===== config.mk =====
export PLATFORM = sky130hd
export DESIGN_NAME = feeder_mode_jam_guard
export DESIGN_NICKNAME = d
export VERILOG_FILES = /design/src/rtl/core/fmjg_pkg.sv /design/src/rtl/core/fmjg_cfg.sv /design/src/rtl/core/fmjg_step.sv /design/src/rtl/core/feeder_mode_jam_guard.sv
export SDC_FILE = /design/constraint.sdc
export NUM_CORES = 1
export LEC_CHECK = 0
export ABC_AREA = 1
export BUFFER_PORTS_ARGS = -buffer_cell sky130_fd_sc_hd__buf_2
export CORE_UTILIZATION = 61
export DETAILED_ROUTE_END_ITERATION = 8
export PLACE_DENSITY_LB_ADDON = 0.25
export SETUP_SLACK_MARGIN = 0.05
export SYNTH_ARGS = -nofsm -noshare
export SYNTH_HDL_FRONTEND = slang
export SYNTH_SLANG_ARGS = --single-unit

===== constraint.sdc =====
create_clock -name clk -period 3.3 [get_ports clk]
set_input_delay 0.165 -clock clk [delete_from_list [all_inputs] [get_ports clk]]
set_output_delay 0.165 -clock clk [all_outputs]
set_load 0.005 [all_outputs]

===== src/rtl/core/fmjg_pkg.sv =====
`timescale 1ns / 1ps
// ----------------------------------------------------------------------------
// fmjg_pkg
// shared types, codes and reset values for the feeder mode and jam guard
// ----------------------------------------------------------------------------
package fmjg_pkg;

  // switch positions
  localparam logic [1:0] SW_DOWN = 2'd0;
  localparam logic [1:0] SW_MID  = 2'd1;
  localparam logic [1:0] SW_UP   = 2'd2;

  // feeder modes
  localparam logic [1:0] MODE_STOP   = 2'd0;
  localparam logic [1:0] MODE_SINGLE = 2'd1;
  localparam logic [1:0] MODE_BURST  = 2'd2;
  localparam logic [1:0] MODE_JAM    = 2'd3;

  // register indexes
  localparam logic [1:0] CFG_JAM_SPEED_LIMIT = 2'd0;
  localparam logic [1:0] CFG_JAM_TICKS       = 2'd1;
  localparam logic [1:0] CFG_REVERSE_TICKS   = 2'd2;
  localparam logic [1:0] CFG_HOLD_TICKS      = 2'd3;

  localparam int CFG_IDX_W  = 2;
  localparam int CFG_DATA_W = 16;

  // register reset values
  localparam logic [14:0] RST_JAM_SPEED_LIMIT = 15'd100;
  localparam logic [15:0] RST_JAM_TICKS       = 16'd500;
  localparam logic [15:0] RST_REVERSE_TICKS   = 16'd200;
  localparam logic [15:0] RST_HOLD_TICKS      = 16'd1000;

  localparam int IN_DATA_W  = 24;
  localparam int OUT_DATA_W = 8;

  typedef struct packed {
    logic [14:0] jam_speed_limit;
    logic [15:0] jam_ticks;
    logic [15:0] reverse_ticks;
    logic [15:0] hold_ticks;
  } fmjg_cfg_t;

  typedef struct packed {
    logic [1:0]  mode;
    logic        ready;
    logic        up_last;
    logic [15:0] hold_count;
    logic [15:0] jam_count;
    logic [15:0] reverse_count;
  } fmjg_state_t;

  typedef struct packed {
    logic               move_pending;
    logic signed [15:0] feeder_speed;
    logic               link_offline;
    logic               host_fire;
    logic               host_fric_on;
    logic [1:0]         arm_switch;
    logic [1:0]         mode_switch;
  } fmjg_item_t;

  typedef struct packed {
    logic       clear_move;
    logic       wheel_ready;
    logic [1:0] feed_mode;
  } fmjg_result_t;

endpackage


===== src/rtl/core/fmjg_cfg.sv =====
`timescale 1ns / 1ps
// ----------------------------------------------------------------------------
// fmjg_cfg
// configuration register bank, write only
// ----------------------------------------------------------------------------
module fmjg_cfg (
  input  logic                           clk,
  input  logic                           rst_n,
  input  logic                           cfg_we,
  input  logic [fmjg_pkg::CFG_IDX_W-1:0]  cfg_index,
  input  logic [fmjg_pkg::CFG_DATA_W-1:0] cfg_wdata,
  output fmjg_pkg::fmjg_cfg_t            cfg_o
);
  import fmjg_pkg::*;

  fmjg_cfg_t cfg_r;

  always_ff @(posedge clk) begin
    if (!rst_n) begin
      cfg_r.jam_speed_limit <= RST_JAM_SPEED_LIMIT;
      cfg_r.jam_ticks       <= RST_JAM_TICKS;
      cfg_r.reverse_ticks   <= RST_REVERSE_TICKS;
      cfg_r.hold_ticks      <= RST_HOLD_TICKS;
    end else if (cfg_we) begin
      unique case (cfg_index)
        CFG_JAM_SPEED_LIMIT: cfg_r.jam_speed_limit <= cfg_wdata[14:0];
        CFG_JAM_TICKS:       cfg_r.jam_ticks       <= cfg_wdata;
        CFG_REVERSE_TICKS:   cfg_r.reverse_ticks   <= cfg_wdata;
        CFG_HOLD_TICKS:      cfg_r.hold_ticks      <= cfg_wdata;
        default:             cfg_r <= cfg_r;
      endcase
    end
  end

  assign cfg_o = cfg_r;

endmodule


===== src/rtl/core/fmjg_step.sv =====
`timescale 1ns / 1ps
// ----------------------------------------------------------------------------
// fmjg_step
// one tick of mode selection and jam guard, purely combinational
// ----------------------------------------------------------------------------
module fmjg_step (
  input  fmjg_pkg::fmjg_cfg_t    cfg_i,
  input  fmjg_pkg::fmjg_state_t  state_i,
  input  fmjg_pkg::fmjg_item_t   item_i,
  output fmjg_pkg::fmjg_state_t  state_o,
  output fmjg_pkg::fmjg_result_t result_o
);
  import fmjg_pkg::*;

  logic [16:0] speed_mag;
  logic        arm_live;
  logic        up;
  logic        clear;
  fmjg_state_t st;

  always_comb begin
    // magnitude in 17 bits so that the most negative speed stays large
    if (item_i.feeder_speed[15]) begin
      speed_mag = 17'd0 - {item_i.feeder_speed[15], item_i.feeder_speed};
    end else begin
      speed_mag = {1'b0, item_i.feeder_speed};
    end
  end

  assign arm_live = (item_i.arm_switch == SW_MID) || (item_i.arm_switch == SW_UP);
  assign up       = (item_i.mode_switch == SW_UP);

  always_comb begin
    st    = state_i;
    clear = 1'b0;

    if (item_i.mode_switch == SW_DOWN) begin
      st.ready = 1'b0;
      st.mode  = MODE_STOP;
    end else if (arm_live) begin
      st.ready = (item_i.arm_switch == SW_MID) ||
                 ((item_i.arm_switch == SW_UP) && item_i.host_fric_on);
      st.mode    = (up && !state_i.up_last) ? MODE_SINGLE : MODE_STOP;
      st.up_last = up;
      if (item_i.arm_switch == SW_UP) begin
        st.mode = item_i.host_fire ? MODE_BURST : MODE_STOP;
      end
      if (item_i.move_pending) begin
        st.mode = MODE_SINGLE;
      end
      if (up) begin
        if (state_i.hold_count < cfg_i.hold_ticks) begin
          st.hold_count = state_i.hold_count + 16'd1;
        end else begin
          st.mode = MODE_BURST;
          clear   = 1'b1;
        end
      end else begin
        st.hold_count = 16'd0;
      end
    end

    // jam guard only while the feeder is meant to move
    if ((st.mode == MODE_BURST) || (st.mode == MODE_SINGLE)) begin
      if (state_i.jam_count >= cfg_i.jam_ticks) begin
        st.mode = MODE_JAM;
      end
      if ((speed_mag < {2'b00, cfg_i.jam_speed_limit}) &&
          (state_i.jam_count < cfg_i.jam_ticks)) begin
        st.jam_count     = state_i.jam_count + 16'd1;
        st.reverse_count = 16'd0;
      end else if ((state_i.jam_count == cfg_i.jam_ticks) &&
                   (state_i.reverse_count < cfg_i.reverse_ticks)) begin
        st.reverse_count = state_i.reverse_count + 16'd1;
      end else begin
        st.jam_count = 16'd0;
      end
    end

    // safe stop
    if ((item_i.arm_switch == SW_DOWN) || item_i.link_offline) begin
      st.mode  = MODE_STOP;
      st.ready = 1'b0;
    end
  end

  assign state_o              = st;
  assign result_o.feed_mode   = st.mode;
  assign result_o.wheel_ready = st.ready;
  assign result_o.clear_move  = clear;

endmodule


===== src/rtl/core/feeder_mode_jam_guard.sv =====
`timescale 1ns / 1ps
// ----------------------------------------------------------------------------
// feeder_mode_jam_guard
// feeder mode selection and jam reverse guard for a friction-wheel launcher
// ----------------------------------------------------------------------------
// usage:
//   one input item per control tick on the in_ stream carries both switch
//   positions, host commands, the link flag, feeder speed and the pending
//   move flag. for each item one result item leaves on the out_ stream with
//   the feeder mode, the friction ready flag and the move cancel flag.
//   an item accepted at an edge is shown on out_ from the next cycle, out of
//   a single output register.
//   throughput is one item per cycle while the receiver keeps up; in_tready
//   stays high while the output register is empty or its item is being
//   taken in the same cycle, so the only other limit is the tick state loop.
//   when the receiver stalls, the result holds in the output register and
//   in_tready drops until it is taken; no item is lost or repeated.
//   the cfg_ port writes the four thresholds at any edge with cfg_we high;
//   write only while no item is in flight.
//   reset (rst_n low, synchronous) puts the tick state to stop, not ready,
//   all counters zero, loads default thresholds and empties the output.
// ----------------------------------------------------------------------------
module feeder_mode_jam_guard (
  input  logic                            clk,
  input  logic                            rst_n,
  // in_tdata: mode_switch[1:0], arm_switch[3:2], host_fric_on[4], host_fire[5],
  //           link_offline[6], feeder_speed[22:7], move_pending[23]
  input  logic                            in_tvalid,
  output logic                            in_tready,
  input  logic [fmjg_pkg::IN_DATA_W-1:0]  in_tdata,
  // out_tdata: feed_mode[1:0], wheel_ready[2], clear_move[3], zeros[7:4]
  output logic                            out_tvalid,
  input  logic                            out_tready,
  output logic [fmjg_pkg::OUT_DATA_W-1:0] out_tdata,
  input  logic                            cfg_we,
  input  logic [fmjg_pkg::CFG_IDX_W-1:0]  cfg_index,
  input  logic [fmjg_pkg::CFG_DATA_W-1:0] cfg_wdata
);
  import fmjg_pkg::*;

  fmjg_cfg_t    cfg;
  fmjg_item_t   item;
  fmjg_state_t  state_r;
  fmjg_state_t  state_nxt;
  fmjg_result_t result_nxt;
  fmjg_result_t result_r;
  logic         out_valid_r;
  logic         in_fire;

  // threshold registers
  fmjg_cfg u_cfg (
    .clk       (clk),
    .rst_n     (rst_n),
    .cfg_we    (cfg_we),
    .cfg_index (cfg_index),
    .cfg_wdata (cfg_wdata),
    .cfg_o     (cfg)
  );

  // field layout matches the struct order, lowest field in the lowest bits
  assign item = fmjg_item_t'(in_tdata);

  // one tick of decision logic
  fmjg_step u_step (
    .cfg_i    (cfg),
    .state_i  (state_r),
    .item_i   (item),
    .state_o  (state_nxt),
    .result_o (result_nxt)
  );

  // take a new item whenever the output slot is free or drains this cycle
  assign in_tready = !out_valid_r || out_tready;
  assign in_fire   = in_tvalid && in_tready;

  // tick state advances once per accepted item
  always_ff @(posedge clk) begin
    if (!rst_n) begin
      state_r <= '0;
    end else if (in_fire) begin
      state_r <= state_nxt;
    end
  end

  // output valid flag
  always_ff @(posedge clk) begin
    if (!rst_n) begin
      out_valid_r <= 1'b0;
    end else if (in_fire) begin
      out_valid_r <= 1'b1;
    end else if (out_tready) begin
      out_valid_r <= 1'b0;
    end
  end

  // output payload, no reset needed
  always_ff @(posedge clk) begin
    if (in_fire) begin
      result_r <= result_nxt;
    end
  end

  assign out_tvalid = out_valid_r;
  assign out_tdata  = {4'b0000, result_r};

endmodule


==> results.sh <==
export IMPL_outcome="finished clean"
export IMPL_grt_ovfl_total=0
export IMPL_cts_setup_buffers=0
export IMPL_grt_pass1_vias=6361
export IMPL_ys_seq_area_share_pct=32.8
export IMPL_fin_crit_sh_pct=87.9
export IMPL_instances_no_fill=1223
export IMPL_tightest_slew_ns=0.647
export IMPL_drt_iter0_markers=557
export IMPL_crit_path_end_kind="flip-flop"
export IMPL_numCtsBuffers=17
export IMPL_maxCapViolations=0
export IMPL_cts_tree="built"
export IMPL_pwr_share_clk_pct=48.1
export IMPL_switching_share_pct=25.4
export IMPL_ff2ff_path_depth=13
export IMPL_r2r_start="state_r[41]"
export IMPL_critical_path_arrival_ns=3.18
export IMPL_dieHeight_um=112
export IMPL_antenna_found_initial=0
export IMPL_finClkSkew_ns=0.0105
export IMPL_worstHoldStart="cfg_wdata[3]"
export IMPL_design_core_area_mm2=0.0117
export IMPL_slew_viol_final=0
export IMPL_synth_cell_types=41
export IMPL_cp_start_kind="input port"
export IMPL_powerDensity_mw_per_mm2=471
export IMPL_fp_row_count=39
export IMPL_drt_wl_total_mm=17.0
export IMPL_place_area_mm2=0.00778
export IMPL_h_tree_depth=4
export IMPL_rsz0062_at_grt="no"
export IMPL_clk_pin_slew_ns=0.05
export IMPL_track_usage_pct=28.9
export IMPL_max_stage_delay_ns=0.27
export IMPL_tns_ns=0
export IMPL_wl_per_cell_um=13.9
export IMPL_setup_viol=0
export IMPL_dp_cells=1191
export IMPL_final_common_cell="nand2_1"
export IMPL_min_period_ns=2.90
export IMPL_top_usage_layer="met2"
export IMPL_antenna_left=0
export IMPL_cellLeakagePower_uw=0.00355
export IMPL_initial_core_util_pct=63.8
export IMPL_min_path_type="in -> reg"
export IMPL_grtUsageMet2_pct=48.1
export IMPL_fin_area_mm2=0.00839
export IMPL_final_cell_mix="nand2_1, inv_1, a21oi_1, dfxtp_1, nor2_1"
export IMPL_hold_viol_final=0
export IMPL_crit_end="state_r[20]"
export IMPL_yosysTopAreaCell="dfxtp_1"
export IMPL_clockRootBuffer="clkbuf_16"
export IMPL_cp_max_fo=16
export IMPL_die_area_mm2=0.0127
export IMPL_grt_first_pass_wirelength_mm=29.2
export IMPL_place_gp_congestion=0.894
export IMPL_globalRouteMet1Util_pct=36.3
export IMPL_dp_hpwl_mm=12.0
export IMPL_relSlewSlack_pct=56.6
export IMPL_ys_seq_elements=120
export IMPL_ys_top_cells_by_area="dfxtp_1, ha_1, nand2_1"
export IMPL_crit_path_cell_trace="buf_2, inv_1, ha_1, inv_1, nor3_1, nand2_1, nor2_1, inv_1, nor3_1, nand3_1, o31ai_1, xnor2_1, ha_1, a21oi_1, nand2_1, nor2_2, nand2_4, a21oi_4, nand3_4, nand2_1, a21oi_1"
export IMPL_netlist_instances=1019
export IMPL_r2r_setup_slack_ns=0.66
export IMPL_r2r_end="state_r[20]"
export IMPL_hold_slack_ns=0.0247
export IMPL_synth_warnings=0
export IMPL_die_x_um=112
export IMPL_synth_area_mm2=0.00745
export IMPL_synth_avg_cell_area_um2=7.31
export IMPL_port_buffers=52
export IMPL_netSwitchingPower_uw=1010
export IMPL_post_cts_resized=0
export IMPL_drive_gt1_share_pct=12.7
export IMPL_ir_worst_vdd_uv=423
export IMPL_drt_pre_antenna_iters=5
export IMPL_seq_power_share_pct=38.8
export IMPL_via_per_inst=5.51
export IMPL_vias=6739
export IMPL_area_delta_synth_final_pct=12.7
export IMPL_cp_required_ns=3.58
export IMPL_pwr_share_comb_pct=13.1
export IMPL_cts_hold_buf=0
export IMPL_grt_max_degree=63
export IMPL_fmax_mhz=345
export IMPL_antenna_cells=0
export IMPL_route_detailed_drc=0
export IMPL_clk_latency_ns=0.43
export IMPL_cts_path_max_buffers=2
export IMPL_met3_usage_pct=6.59
export IMPL_p_total_uw=3950
export IMPL_pin_count=57
export IMPL_synth_top_area_share_pct=31.2
export IMPL_layout_nets=1181
export IMPL_slowest_stage="ha_1"
export IMPL_p_int_uw=2950
export IMPL_criticalPathCategory="in -> reg"
export IMPL_critPathLaunch="in_tdata[7]"
export IMPL_clock_sinks=120
[stage by stage]
| step | worst slack (ns) | utilization [%] |
|---|---|---|
| floorplan | 0.347 | - |
| global placement | 0.134 | 66.7 |
| detailed placement | 0.0217 | 66.7 |
| CTS | 0.422 | 71.9 |
| global route | 0.119 | 71.9 |
| finish | 0.399 | 71.9 |
[power groups by stage]
stage               sequential [uW]  combinational, uW  clock, uW
global placement               1560                499          0
floorplan                      1560                382          0
detailed placement             1560                509          0
CTS                            1530                515       1910
finish                         1530                518       1900
global route                   1540                591       1990
[registers in the layout (all words and copies together), names as in the netlist]
| signal | flops |
|---|---|
| u_cfg.cfg_o | 63 |
| state_r | 52 |
| out_tdata | 4 |
| out_tvalid | 1 |
[worst min-delay path by stage]
stage	end	slack, ns	cells after the start
final	u_cfg.cfg_o[3]	0.02	3
after global routing	u_cfg.cfg_o[3]	0.03	3
after CTS	u_cfg.cfg_o[19]	0.02	3
after detailed placement	u_cfg.cfg_o[3]	0.45	3
after global placement	u_cfg.cfg_o[3]	0.44	3
after floorplan	u_cfg.cfg_o[3]	0.29	2
[synth_stat cells (all sizes together)]
library cell,count
nand4,42
o21ai,68
clkinv,1
a31oi,4
inv,130
ha,67
nand3,31
xnor2,12
dfxtp,116
edfxtp,4
o31a,1
clkbuf,19
conb,1
o31ai,1
o21a,4
a21oi,129
xor2,35
o211ai,12
nor2,104
o21bai,2
nand2,183
nand3b,2
nor4,8
a211oi,2
nor3,22
buf,19
[cell families (layout without fill, tap and decap cells)]
| logic type | Yosys count | after routing | synth area share (%) |
|---|---|---|---|
| xor+xnor | 47 | 47 | 5.53 |
| other cells | 1 | 4 | 0.0504 |
| flops | 120 | 120 | 32.8 |
| simple gates | 392 | 392 | 24.1 |
| compound gates | 223 | 223 | 16.7 |
| fa+ha+maj | 67 | 67 | 11.3 |
| buf+inv | 169 | 227 | 9.56 |
[final cells by class]
type,count,area (um2)
clock buffer,25,495
clock inverter,7,115
fill,931,3270
inverter,131,492
multi-input combinational,733,4300
sequential,120,2440
tap,143,179
timing repair buffer,64,363
[per-layer routing]
metal,part of all wire [%],routed length (um)
met5,0,0
met4,2.1,362
met3,5.2,882
met2,46,7890
met1,46,7880
[worst max-delay path, delay by kind of cell]
family | cells | cell delay [ns]
simple gates | 10 | 1.48
buf+inv | 4 | 0.27
fa+ha+maj | 2 | 0.41
compound gates | 4 | 0.70
xor+xnor | 1 | 0.17
Power figures use the tool's default switching activity.
